--- src/hdl/speed_adaptive_position_ema_macros.svh ---
// Assertion macros for the speed-adaptive position smoothing block
`ifndef SPEED_ADAPTIVE_POSITION_EMA_MACROS_SVH
`define SPEED_ADAPTIVE_POSITION_EMA_MACROS_SVH

// same-cycle implication
`define SAPE_ASSERT_NOW(label, clk, rst_n, a, b, msg) \
    label: assert property (@(posedge clk) disable iff (!rst_n) (a) |-> (b)) else $error(msg);

// next-cycle implication
`define SAPE_ASSERT_NEXT(label, clk, rst_n, a, b, msg) \
    label: assert property (@(posedge clk) disable iff (!rst_n) (a) |=> (b)) else $error(msg);

`endif

--- src/hdl/sape_pkg.sv ---
// Shared types and constants for the speed-adaptive position smoothing block
package sape_pkg;

    localparam int LAT_W   = 31;
    localparam int LON_W   = 32;
    localparam int ALT_W   = 25;
    localparam int SPEED_W = 16;
    localparam int AREG_W  = 17;
    localparam int IN_W    = 104;
    localparam int OUT_W   = 88;
    localparam int CFG_IDX_W = 2;
    localparam int CFG_DATA_W = 17;

    localparam logic [CFG_IDX_W-1:0] REG_MAX_SPEED = 2'd0;
    localparam logic [CFG_IDX_W-1:0] REG_MIN_ALPHA = 2'd1;
    localparam logic [CFG_IDX_W-1:0] REG_MAX_ALPHA = 2'd2;

    localparam logic [SPEED_W-1:0] MAX_SPEED_RST = 16'd5000;
    localparam logic [AREG_W-1:0]  MIN_ALPHA_RST = 17'd6554;
    localparam logic [AREG_W-1:0]  MAX_ALPHA_RST = 17'd52429;
    localparam logic [AREG_W-1:0]  AREG_ONE      = 17'd65536;

    typedef struct packed {
        logic                       load;
        logic signed [LAT_W-1:0]    latitude;
        logic signed [LON_W-1:0]    longitude;
        logic signed [ALT_W-1:0]    altitude;
        logic [SPEED_W-1:0]         ground_speed;
    } item_t;

    typedef struct packed {
        logic [SPEED_W-1:0] max_speed;
        logic [AREG_W-1:0]  min_alpha;
        logic [AREG_W-1:0]  max_alpha;
    } cfg_t;

endpackage

--- src/hdl/sape_front.sv ---
// Input acceptance, first-fix tagging and two-entry item queue
module sape_front
(
    input  logic                   clk,
    input  logic                   rst_n,
    input  logic                   s_tvalid,
    output logic                   s_tready,
    input  logic [sape_pkg::IN_W-1:0] s_tdata,
    output logic                   q_valid,
    input  logic                   q_ready,
    output sape_pkg::item_t        q_item
);
    import sape_pkg::*;

    item_t       mem [2];
    logic        wr_ptr_reg;
    logic        rd_ptr_reg;
    logic [1:0]  count_reg;
    logic        primed_reg;
    logic        push;
    logic        pop;
    item_t       in_item;

    assign s_tready = (count_reg != 2'd2);
    assign q_valid  = (count_reg != 2'd0);
    assign q_item   = mem[rd_ptr_reg];
    assign push     = s_tvalid && s_tready;
    assign pop      = q_valid && q_ready;

    always_comb
    begin
        in_item.load         = !primed_reg;
        in_item.latitude     = s_tdata[30:0];
        in_item.longitude    = s_tdata[62:31];
        in_item.altitude     = s_tdata[87:63];
        in_item.ground_speed = s_tdata[103:88];
    end

    always_ff @(posedge clk)
    begin
        if (push)
        begin
            mem[wr_ptr_reg] <= in_item;
        end
    end

    always_ff @(posedge clk or negedge rst_n)
    begin
        if (!rst_n)
        begin
            wr_ptr_reg <= 1'b0;
            rd_ptr_reg <= 1'b0;
            count_reg  <= 2'd0;
            primed_reg <= 1'b0;
        end
        else
        begin
            if (push)
            begin
                wr_ptr_reg <= !wr_ptr_reg;
                primed_reg <= 1'b1;
            end
            if (pop)
            begin
                rd_ptr_reg <= !rd_ptr_reg;
            end
            if (push && !pop)
            begin
                count_reg <= count_reg + 2'd1;
            end
            else if (pop && !push)
            begin
                count_reg <= count_reg - 2'd1;
            end
        end
    end

endmodule

--- src/hdl/sape_div.sv ---
// Bit-serial restoring divider for the smoothing weight
module sape_div
#(
    parameter int DVD_W = 34,
    parameter int QUO_W = 17
)
(
    input  logic                            clk,
    input  logic                            rst_n,
    input  logic                            start,
    input  logic [DVD_W-1:0]                dividend,
    input  logic [sape_pkg::SPEED_W-1:0]    divisor,
    output logic                            done,
    output logic [QUO_W-1:0]                quotient
);
    import sape_pkg::*;

    localparam int CW = $clog2(DVD_W + 1);

    logic [DVD_W-1:0]   dvd_reg;
    logic [SPEED_W-1:0] rem_reg;
    logic [QUO_W-1:0]   quo_reg;
    logic [CW-1:0]      cnt_reg;
    logic               busy_reg;
    logic               done_reg;
    logic [SPEED_W:0]   trial;
    logic               qbit;
    logic [SPEED_W:0]   diff;

    assign trial    = {rem_reg, dvd_reg[DVD_W-1]};
    assign qbit     = (trial >= {1'b0, divisor});
    assign diff     = trial - {1'b0, divisor};
    assign done     = done_reg;
    assign quotient = quo_reg;

    always_ff @(posedge clk)
    begin
        if (start)
        begin
            dvd_reg <= dividend;
            rem_reg <= '0;
            quo_reg <= '0;
        end
        else if (busy_reg)
        begin
            dvd_reg <= {dvd_reg[DVD_W-2:0], 1'b0};
            rem_reg <= qbit ? diff[SPEED_W-1:0] : trial[SPEED_W-1:0];
            quo_reg <= {quo_reg[QUO_W-2:0], qbit};
        end
    end

    always_ff @(posedge clk or negedge rst_n)
    begin
        if (!rst_n)
        begin
            cnt_reg  <= '0;
            busy_reg <= 1'b0;
            done_reg <= 1'b0;
        end
        else
        begin
            done_reg <= !start && busy_reg && (cnt_reg == CW'(1));
            if (start)
            begin
                cnt_reg  <= CW'(DVD_W);
                busy_reg <= 1'b1;
            end
            else if (busy_reg)
            begin
                cnt_reg <= cnt_reg - CW'(1);
                if (cnt_reg == CW'(1))
                begin
                    busy_reg <= 1'b0;
                end
            end
        end
    end

endmodule

--- src/hdl/sape_back.sv ---
// Weight computation, coordinate blending and output register
module sape_back
#(
    parameter int ALPHA_FRAC_BITS = 16
)
(
    input  logic                        clk,
    input  logic                        rst_n,
    input  sape_pkg::cfg_t              cfg,
    input  logic                        q_valid,
    output logic                        q_ready,
    input  sape_pkg::item_t             q_item,
    output logic                        m_tvalid,
    input  logic                        m_tready,
    output logic [sape_pkg::OUT_W-1:0]  m_tdata
);
    import sape_pkg::*;

    localparam int F     = ALPHA_FRAC_BITS;
    localparam int AW    = F + 1;
    localparam int DVD_W = F + 18;
    localparam int NW    = F + 34;
    localparam int PW    = F + 35;
    localparam logic signed [PW-1:0] HALF = PW'(1) << (F - 1);

    localparam logic [2:0] ST_IDLE  = 3'd0;
    localparam logic [2:0] ST_MUL   = 3'd1;
    localparam logic [2:0] ST_SUM   = 3'd2;
    localparam logic [2:0] ST_START = 3'd3;
    localparam logic [2:0] ST_DIV   = 3'd4;
    localparam logic [2:0] ST_PROD  = 3'd5;
    localparam logic [2:0] ST_ACC   = 3'd6;
    localparam logic [2:0] ST_DONE  = 3'd7;

    localparam logic [1:0] LANE_LAT = 2'd0;
    localparam logic [1:0] LANE_LON = 2'd1;
    localparam logic [1:0] LANE_ALT = 2'd2;

    logic [2:0]              state_reg;
    logic [1:0]              lane_reg;
    item_t                   item_reg;
    logic signed [LAT_W-1:0] filt_lat_reg;
    logic signed [LON_W-1:0] filt_lon_reg;
    logic signed [ALT_W-1:0] filt_alt_reg;
    logic [SPEED_W-1:0]      ms_reg;
    logic [32:0]             plo_reg;
    logic [32:0]             phi_reg;
    logic [32:0]             num_reg;
    logic [AW-1:0]           alpha_reg;
    logic signed [PW-1:0]    prod_reg;
    logic                    out_valid_reg;
    logic [OUT_W-1:0]        out_data_reg;

    logic [AREG_W-1:0]       lo_alpha;
    logic [AREG_W-1:0]       hi_alpha;
    logic [SPEED_W-1:0]      ms_eff;
    logic [SPEED_W-1:0]      s_eff;
    logic [NW-1:0]           n_full;
    logic [DVD_W-1:0]        dividend;
    logic                    div_done;
    logic [AW-1:0]           quotient;
    logic signed [32:0]      filt_sel;
    logic signed [32:0]      meas_sel;
    logic signed [32:0]      diff;
    logic signed [PW-1:0]    prod_next;
    logic signed [PW-1:0]    rnd;
    logic signed [PW-1:0]    step;
    logic signed [32:0]      filt_next;
    logic                    out_free;

    assign lo_alpha = (cfg.min_alpha > AREG_ONE) ? AREG_ONE : cfg.min_alpha;
    assign hi_alpha = (cfg.max_alpha > AREG_ONE) ? AREG_ONE : cfg.max_alpha;

    always_comb
    begin
        if (cfg.max_speed == '0)
        begin
            ms_eff = SPEED_W'(1);
            s_eff  = SPEED_W'(1);
        end
        else
        begin
            ms_eff = cfg.max_speed;
            s_eff  = (item_reg.ground_speed < cfg.max_speed) ? item_reg.ground_speed
                                                             : cfg.max_speed;
        end
    end

    assign n_full   = (NW'(num_reg) << F) + (NW'(ms_reg) << 15);
    assign dividend = n_full[NW-1:16];

    sape_div
    #(
        .DVD_W (DVD_W),
        .QUO_W (AW)
    )
    u_div
    (
        .clk      (clk),
        .rst_n    (rst_n),
        .start    (state_reg == ST_START),
        .dividend (dividend),
        .divisor  (ms_reg),
        .done     (div_done),
        .quotient (quotient)
    );

    always_comb
    begin
        case (lane_reg)
            LANE_LAT:
            begin
                filt_sel = 33'(filt_lat_reg);
                meas_sel = 33'(item_reg.latitude);
            end
            LANE_LON:
            begin
                filt_sel = 33'(filt_lon_reg);
                meas_sel = 33'(item_reg.longitude);
            end
            default:
            begin
                filt_sel = 33'(filt_alt_reg);
                meas_sel = 33'(item_reg.altitude);
            end
        endcase
    end

    assign diff      = meas_sel - filt_sel;
    assign prod_next = PW'($signed({1'b0, alpha_reg})) * PW'(diff);
    assign rnd       = prod_reg + HALF;
    assign step      = rnd >>> F;
    assign filt_next = filt_sel + 33'(step);

    assign out_free = !out_valid_reg || m_tready;
    assign q_ready  = (state_reg == ST_IDLE);
    assign m_tvalid = out_valid_reg;
    assign m_tdata  = out_data_reg;

    always_ff @(posedge clk)
    begin
        case (state_reg)
            ST_IDLE:
            begin
                item_reg <= q_item;
                if (q_valid && q_item.load)
                begin
                    filt_lat_reg <= q_item.latitude;
                    filt_lon_reg <= q_item.longitude;
                    filt_alt_reg <= q_item.altitude;
                end
            end
            ST_MUL:
            begin
                ms_reg  <= ms_eff;
                plo_reg <= 33'(lo_alpha) * 33'(ms_eff - s_eff);
                phi_reg <= 33'(hi_alpha) * 33'(s_eff);
            end
            ST_SUM:
            begin
                num_reg <= plo_reg + phi_reg;
            end
            ST_DIV:
            begin
                alpha_reg <= quotient;
            end
            ST_PROD:
            begin
                prod_reg <= prod_next;
            end
            ST_ACC:
            begin
                case (lane_reg)
                    LANE_LAT: filt_lat_reg <= filt_next[LAT_W-1:0];
                    LANE_LON: filt_lon_reg <= filt_next[LON_W-1:0];
                    default:  filt_alt_reg <= filt_next[ALT_W-1:0];
                endcase
            end
            ST_DONE:
            begin
                if (out_free)
                begin
                    out_data_reg <= {filt_alt_reg, filt_lon_reg, filt_lat_reg};
                end
            end
            default:
            begin
            end
        endcase
    end

    always_ff @(posedge clk or negedge rst_n)
    begin
        if (!rst_n)
        begin
            state_reg     <= ST_IDLE;
            lane_reg      <= LANE_LAT;
            out_valid_reg <= 1'b0;
        end
        else
        begin
            if ((state_reg == ST_DONE) && out_free)
            begin
                out_valid_reg <= 1'b1;
            end
            else if (m_tready)
            begin
                out_valid_reg <= 1'b0;
            end
            case (state_reg)
                ST_IDLE:
                begin
                    if (q_valid)
                    begin
                        state_reg <= q_item.load ? ST_DONE : ST_MUL;
                    end
                end
                ST_MUL:   state_reg <= ST_SUM;
                ST_SUM:   state_reg <= ST_START;
                ST_START: state_reg <= ST_DIV;
                ST_DIV:
                begin
                    if (div_done)
                    begin
                        lane_reg  <= LANE_LAT;
                        state_reg <= ST_PROD;
                    end
                end
                ST_PROD:  state_reg <= ST_ACC;
                ST_ACC:
                begin
                    if (lane_reg == LANE_ALT)
                    begin
                        state_reg <= ST_DONE;
                    end
                    else
                    begin
                        lane_reg  <= lane_reg + 2'd1;
                        state_reg <= ST_PROD;
                    end
                end
                ST_DONE:
                begin
                    if (out_free)
                    begin
                        state_reg <= ST_IDLE;
                    end
                end
                default:  state_reg <= ST_IDLE;
            endcase
        end
    end

endmodule

--- src/hdl/speed_adaptive_position_ema.sv ---
// Top level of the speed-adaptive position smoothing block
//
// Smooths a stream of position fixes with an exponential moving average whose
// weight follows ground speed. One result transfer comes out per fix. The first
// fix after reset passes straight through. Every later fix goes through the
// bit-serial divider that forms the weight, one quotient bit per cycle, followed
// by one shared multiplier that blends the three coordinates in turn. A two-entry
// queue takes new fixes while one is being worked on, and the output register
// holds a finished result until it is taken. Configuration writes are accepted
// every cycle; write them only while no fix is in flight.
module speed_adaptive_position_ema
#(
    parameter int ALPHA_FRAC_BITS = 16
)
(
    input  logic                             clk,
    input  logic                             rst_n,
    input  logic                             s_tvalid,
    output logic                             s_tready,
    // latitude[30:0], longitude[62:31], altitude[87:63], ground_speed[103:88]
    input  logic [sape_pkg::IN_W-1:0]        s_tdata,
    output logic                             m_tvalid,
    input  logic                             m_tready,
    // smoothed_latitude[30:0], smoothed_longitude[62:31], smoothed_altitude[87:63]
    output logic [sape_pkg::OUT_W-1:0]       m_tdata,
    input  logic                             cfg_valid,
    output logic                             cfg_ready,
    input  logic [sape_pkg::CFG_IDX_W-1:0]   cfg_index,
    input  logic [sape_pkg::CFG_DATA_W-1:0]  cfg_data
);
    import sape_pkg::*;

    `include "speed_adaptive_position_ema_macros.svh"

    cfg_t  cfg_reg;
    logic  q_valid;
    logic  q_ready;
    item_t q_item;

    assign cfg_ready = 1'b1;

    always_ff @(posedge clk or negedge rst_n)
    begin
        if (!rst_n)
        begin
            cfg_reg.max_speed <= MAX_SPEED_RST;
            cfg_reg.min_alpha <= MIN_ALPHA_RST;
            cfg_reg.max_alpha <= MAX_ALPHA_RST;
        end
        else if (cfg_valid && cfg_ready)
        begin
            case (cfg_index)
                REG_MAX_SPEED: cfg_reg.max_speed <= cfg_data[SPEED_W-1:0];
                REG_MIN_ALPHA: cfg_reg.min_alpha <= cfg_data;
                REG_MAX_ALPHA: cfg_reg.max_alpha <= cfg_data;
                default:
                begin
                end
            endcase
        end
    end

    sape_front u_front
    (
        .clk      (clk),
        .rst_n    (rst_n),
        .s_tvalid (s_tvalid),
        .s_tready (s_tready),
        .s_tdata  (s_tdata),
        .q_valid  (q_valid),
        .q_ready  (q_ready),
        .q_item   (q_item)
    );

    sape_back
    #(
        .ALPHA_FRAC_BITS (ALPHA_FRAC_BITS)
    )
    u_back
    (
        .clk      (clk),
        .rst_n    (rst_n),
        .cfg      (cfg_reg),
        .q_valid  (q_valid),
        .q_ready  (q_ready),
        .q_item   (q_item),
        .m_tvalid (m_tvalid),
        .m_tready (m_tready),
        .m_tdata  (m_tdata)
    );

    `SAPE_ASSERT_NOW(a_full_queue_valid, clk, rst_n, !s_tready, q_valid, "input stalled with empty queue")
    `SAPE_ASSERT_NEXT(a_push_visible, clk, rst_n, s_tvalid && s_tready, q_valid, "accepted fix not queued")
    `SAPE_ASSERT_NEXT(a_pop_busy, clk, rst_n, q_valid && q_ready, !q_ready, "back end took two fixes in a row")

endmodule

--- config.mk ---
export PLATFORM = sky130hd
export DESIGN_NAME = speed_adaptive_position_ema
export DESIGN_NICKNAME = d
export VERILOG_FILES = /design/src/hdl/sape_pkg.sv /design/src/hdl/sape_front.sv /design/src/hdl/sape_div.sv /design/src/hdl/sape_back.sv /design/src/hdl/speed_adaptive_position_ema.sv
export VERILOG_INCLUDE_DIRS = /design/src /design/src/hdl
export SDC_FILE = /design/constraint.sdc
export NUM_CORES = 2
export LEC_CHECK = 0
export ABC_AREA = 1
export BUFFER_PORTS_ARGS = -buffer_cell sky130_fd_sc_hd__buf_2
export CAP_MARGIN = 10
export CORE_ASPECT_RATIO = 1.1
export CORE_MARGIN = 4
export CORE_UTILIZATION = 60
export CTS_BUF_LIST = sky130_fd_sc_hd__clkbuf_8
export CTS_CLUSTER_DIAMETER = 50
export DETAILED_ROUTE_END_ITERATION = 7
export PLACE_DENSITY = 0.77
export SLEW_MARGIN = 20
export SYNTH_ARGS = -nofsm -noshare
export SYNTH_HDL_FRONTEND = slang
export SYNTH_SLANG_ARGS = --single-unit
export TNS_END_PERCENT = 30
--- constraint.sdc ---
create_clock -name clk -period 16 [get_ports clk]
set_input_delay 1.6 -clock clk [delete_from_list [all_inputs] [get_ports clk]]
set_output_delay 1.6 -clock clk [all_outputs]
set_load 0.005 [all_outputs]
### After elaboration in Yosys (flattened, before gate mapping)

Memories as Yosys holds them, arrays and structs flattened.
Index checks and enable logic that the tools add are counted.

* output and inout bits: 91
* bits in read-only memories: 0
* bits in latches: 0
* input bits: 128
* flip-flop bits (word level): 596
* RAM bits: 210
* memories kept: 1

Memory list
* u_front.mem: words 2, bits a word 105, read ports 1, clocked after memory_dff 0, wr ports 1, RTL line sape_front.sv:15 `item_t mem [2];`

* equality and inequality tests: 21
* $add $sub $neg: 11
* bitwise operators: 0
* reduce and logical (&&, ||, !) cells: 36
* multiply operators: 3
* order comparisons: 4
* shifts and indexed selects: 0
* mux-type cells: 39
* divide/modulo/power cells: 0

Operators with widths (number)
* $pmux 33 s2: 2
* $mux 34: 2
* $mux 16: 4
* $mux 32: 2
* $pmux 32 s2: 1
* $mux 31: 2
* $pmux 31 s2: 1
* $add 49x31->50: 1
* $mux 25: 2
* $pmux 25 s2: 1
* $add 48x17->48 const B: 1
* $mul 18x33->48: 1
* $gt 17x17->1 const B: 2
* $mux 17: 2
* $add 33x33->33: 1
* $mul 17x16->33: 1
* $mul 17x33->33: 1
* $sub 33x33->33: 1
* $add 32x32->32: 1
* $pmux 3 s8: 1
* $ge 17x16->1: 1
* $sub 16x16->17: 1
* $logic_not 16->1: 1
* $lt 16x16->1: 1
* other kinds (26): 80

### Logic depth before layout (Yosys ltp)

* word-level depth: 6
* depth in mapped cells: 52

### By module

A second synthesis with hierarchy kept.

* cell total of the unflattened synthesis: 8572
* area total of the unflattened synthesis: 76653.5 um^2

Modules (own cells, without submodules)
* sape_back: instances 1, area an instance 62399.8 um^2, cells an instance 7205
* sape_front: instances 1, area an instance 7898.8 um^2, cells an instance 580
* sape_div: instances 1, area an instance 4241.6 um^2, cells an instance 563
* speed_adaptive_position_ema: instances 1, area an instance 2113.3 um^2, cells an instance 224

### Worst setup path after synthesis

No wires, ideal clock.

* path type: flip-flop to flip-flop
* from: reg u_back.state_reg[0]
* to: reg u_back.filt_lon_reg[0] (enable)
* cell stages (with the launch flop): 7
* path buffers: 1
* period minus slack after synthesis: 10695 ps
* setup slack: 5305 ps
* arrival: 10274 ps
* data required time: 15579 ps
* path through: dfrtp_1 > clkbuf_1 > nor3_1 > o211ai_1 > nor2_1 > nor2_1 > nor2_1

* word-level cells in the longest chain between the ends: 3
* elaborated cells on any way between the ends: 6
* those cells by class: eq/ne: 3; reduce/logical: 3

RTL lines
* start: declaration: RTL line sape_back.sv:39 `logic [2:0] state_reg;`
* start signal: assignment: RTL line sape_back.sv:215 `state_reg <= q_item.load ? ST_DONE : ST_MUL;`
* $eq 3x3->1 / $logic_not 3->1 (equally long branches): RTL line sape_back.sv:142 `case (state_reg)`
* $ne 2x2->1 (no source line) (tied with other cells)
* $reduce_and 3->1 (no source line) (*)
* end signal: assignment: RTL line sape_back.sv:149 `filt_lon_reg <= q_item.longitude;`
* end signal: assignment: RTL line sape_back.sv:175 `LANE_LON: filt_lon_reg <= filt_next[LON_W-1:0];`
* end: declaration: RTL line sape_back.sv:43 `logic signed [LON_W-1:0] filt_lon_reg;`

Mark *: on every way between the ends. The rest lies on a longest branch, timed or not.
A chain may end at the register's enable or synchronous reset.

### Worst setup path in the final report

* from: reg cfg_reg[35] (netlist bit)
* to: reg u_back.plo_reg[21] (data pin)

* word-level cells in the longest chain between the ends: 5
* elaborated cells on any way between the ends: 7
* those cells by class: add/sub: 1; mul: 1; order compare: 1; mux: 3; reduce/logical: 1

RTL lines
* start: declaration: RTL line speed_adaptive_position_ema.sv:35 `cfg_t cfg_reg;`
* $lt 16x16->1: RTL line sape_back.sv:84 `s_eff = (item_reg.ground_speed < cfg.max_speed) ? item_reg.ground_speed`
* $mux 16: RTL line sape_back.sv:84
* $mux 16: RTL line sape_back.sv:76 `if (cfg.max_speed == '0)`
* $sub 16x16->17 (*): RTL line sape_back.sv:156 `plo_reg <= 33'(lo_alpha) * 33'(ms_eff - s_eff);`
* $mul 17x33->33 (*): RTL line sape_back.sv:156
* end signal: assignment: RTL line sape_back.sv:156
* end: declaration: RTL line sape_back.sv:46 `logic [32:0] plo_reg;`

Marked as above.

==> results by group <==
Timing
  • Final Hold Fails: 0
  • Final WS setup: 5.03 ns
  • Fin crit period: 10.97 ns
  • Final TNS setup: 0 ns
  • Final setup fails: 0
  • Slew HR: 17.4%
  • Max Transition Viols Final: 0
  • RSZ-0062 raised after global routing: no
  • Setup Skew: 0.0619 ns
  • Fmax: 0.0912 GHz
  • Least-Margin Pin Slew: 1.24 ns
  • Part of the cycle the worst path needs: 68.5%

Clock tree
  • Max Buffers Root-to-Sink: 3
  • Post_cts resized: 0
  • Clk sink count: 791
  • CTS tree: done
  • Clk Latency, worst-skew pair: 0.87 ns
  • CTS Hold Bufs: 0
  • CTS Buf Count: 135
  • H-Tree Depth: 4
  • Post-CTS setup buffers: 0
  • Clock transition at path regs: 0.06 ns
  • Clk root buf: clkbuf_8

Placement
  • Detail Placement HPWL: 182,000 um
  • IO buf count: 217
  • Post-Place Setup Slack: 5.26 ns
  • GPL Wtd Cong: 1.01

Worst setup path
  • WP depth: 37
  • CP Buf/Inv Count: 8
  • CP max-delay cell: xor2_1
  • Worst Setup Path Type: flip-flop to flip-flop
  • Crit path max-delay family: adder cells
  • Critical Path Fanout Max: 31
  • Setup crit start kind: flip-flop
  • Most numerous cell on the critical path: inv_1
  • Crit. End Element: flip-flop
  • Critical Path RT: 16.59 ns
  • Arr. time, crit path: 11.56 ns
  • CP max stage delay: 0.75 ns
  • R2R depth: 37

GRT
  • Total grt overflow: 0
  • Number of global-route vias before repair: 63,606
  • First-pass GRT wire length: 354,000 um
  • Antenna violations before repair: 11
  • Total track usage: 34.6%
  • Largest net degree at the start of global routing: 105

Layout
  • Fin nets: 10,314
  • Largest register FFs: 210
  • Share of layout cells above drive strength 1: 7.08%
  • Layout area overhead: 6.96%
  • Final Util: 64.9%

Synthesis
  • Async set-reset flop share out of synthesis: 8.72%
  • Synth area leaders: edfxtp_1 (27%), fa_1 (26%), nand2_1 (8.9%), inv_1 (8.2%), ha_1 (7.2%)
  • Seq cells post-synth: 791
  • Mapped Area: 77,200 um^2
  • Yosys cell types: 67
  • Most frequent cell after synthesis: nand2_1
  • Syn avg cell area: 8.99 um^2
  • Area leader, netlist: edfxtp_1
  • Dominant synthesized flop cell: edfxtp_1
  • Register area share after synthesis: 29.9%
  • Most common library cells after synthesis: nand2_1 (1,831), inv_1 (1,696), fa_1 (1,018)
  • Post-synth EDFFs: 689
  • Synthesized net count: 10,185
  • Synth warnings: 0
  • Cells after synthesis: 8,592
  • Top cell type's share of synthesized area: 26.8%

Routing
  • Total wire length: 229,000 um
  • Per-cell routed wire length: 21.8 um
  • Post-route DRC: 3
  • First DRT Iteration DRCs: 5,745
  • Remaining antenna violation count after routing: 0
  • Via density: 5.77
  • Number of detailed-route iterations in the first pass: 8
  • Detailed-route via count: 60,624

Job
  • MaxCap Viol Count: 0

Die
  • DIE AREA: 135,000 um^2
  • IO Pins: 219
  • Die Height: 384 um
  • Die width: 350 um
  • Site Rows: 137
  • Core Area: 127,000 um^2
  • Initial Utilization: 60.7%

Worst hold path
  • Hold Crit Depth: 0
  • HP Class: flip-flop to flip-flop

Status
  • Failing checks: design-rule violations
  • Status: finished, violations left
==> per-stage QoR <==
stage / cells / hold WS [ns] / instance area, um^2
finish: 10506 / 0.425 / 82600
global route: 10505 / 0.434 / 82600
CTS: 10499 / 0.417 / 82600
detailed placement: 10252 / 0.423 / 79800
global placement: 10251 / 0.414 / 79700
floorplan: 8592 / 0.409 / 77200
==> per-layer routing <==
| metal | track usage (%) | up-vias | share of wire, % |
|---|---|---|---|
| li1 | - | 27298 | - |
| met4 | 23.9 | 6 | 8.2 |
| met3 | 6.14 | 890 | 7.4 |
| met1 | 38.9 | 29421 | 35 |
| met2 | 59.7 | 3009 | 50 |
| met5 | 0 | - | 0.097 |
==> worst reg2reg max path, delay by kind of cell (launching register included) <==
family / cells / cell delay [ns]
fa+ha+maj: 9 / 3.95
buf+inv: 8 / 1.20
xor+xnor: 2 / 0.89
simple gates: 11 / 2.65
flops: 1 / 0.43
compound gates: 7 / 1.57
==> worst paths after layout <==
check / endpoint / startpoint / slack (ns)
hold reg to reg: u_back.m_tdata[45] / u_back.filt_lon_reg[14] / 0.42
hold / removal: u_back.m_tdata[45] / u_back.filt_lon_reg[14] / 0.42
min in group asynchronous: cfg_reg[22] / rst_n / 0.69
setup / recovery: u_back.plo_reg[21] / cfg_reg[35] / 5.03
max in group asynchronous: cfg_reg[44] / rst_n / 14.31
setup reg to reg: u_back.plo_reg[21] / cfg_reg[35] / 5.03
==> cell usage in the layout (no fill, tap or decap), types with 21 or more instances in the layout <==
cell type  count
fa_1        1018
dfstp_2       21
a21oi_1      333
dfrtp_1       47
nor2_1       710
a21o_1        42
buf_4         67
nor4_1        23
xor2_1       125
or2_2         60
o21ai_0      249
a22o_1        26
inv_1       1722
nand3_1      329
o21bai_1      30
clkbuf_8     146
a31oi_1       27
xnor2_1       74
buf_2        216
clkinv_1      41
nand2_1     1831
nand4_1      216
nor3_1        54
ha_1         445
dfxtp_1       33
edfxtp_1     689
==> final cells by class <==
type                            instances  area (um^2)
Multi-Input combinational cell       5791        46500
Fill cell                           10537        44700
Sequential cell                       791        23100
Inverter                             1718         6450
Tap cell                             1668         2090
Clock buffer                          146         2010
Timing Repair Buffer                  284         1610
Clock inverter                        101          836
Antenna cell                            7         17.5
==> cells by family (layout without fill, tap and decap cells) <==
| kind of cell | Yosys count | count (layout) | share of synthesized area, % |
|---|---|---|---|
| xor gates and xnor gates | 201 | 201 | 2.29 |
| AOI/OAI and AO/OA | 816 | 816 | 6.09 |
| and+or+nand+nor | 3308 | 3308 | 18.1 |
| DFF | 791 | 791 | 29.9 |
| buffers and inverters | 2010 | 2249 | 10.0 |
| adders and majority gates | 1465 | 1465 | 33.6 |
| other | 1 | 8 | 0.00485 |
Power is left out: the tool's default activity adds up to more than one toggle a clock period on the data nets, which glitch-free logic cannot reach.
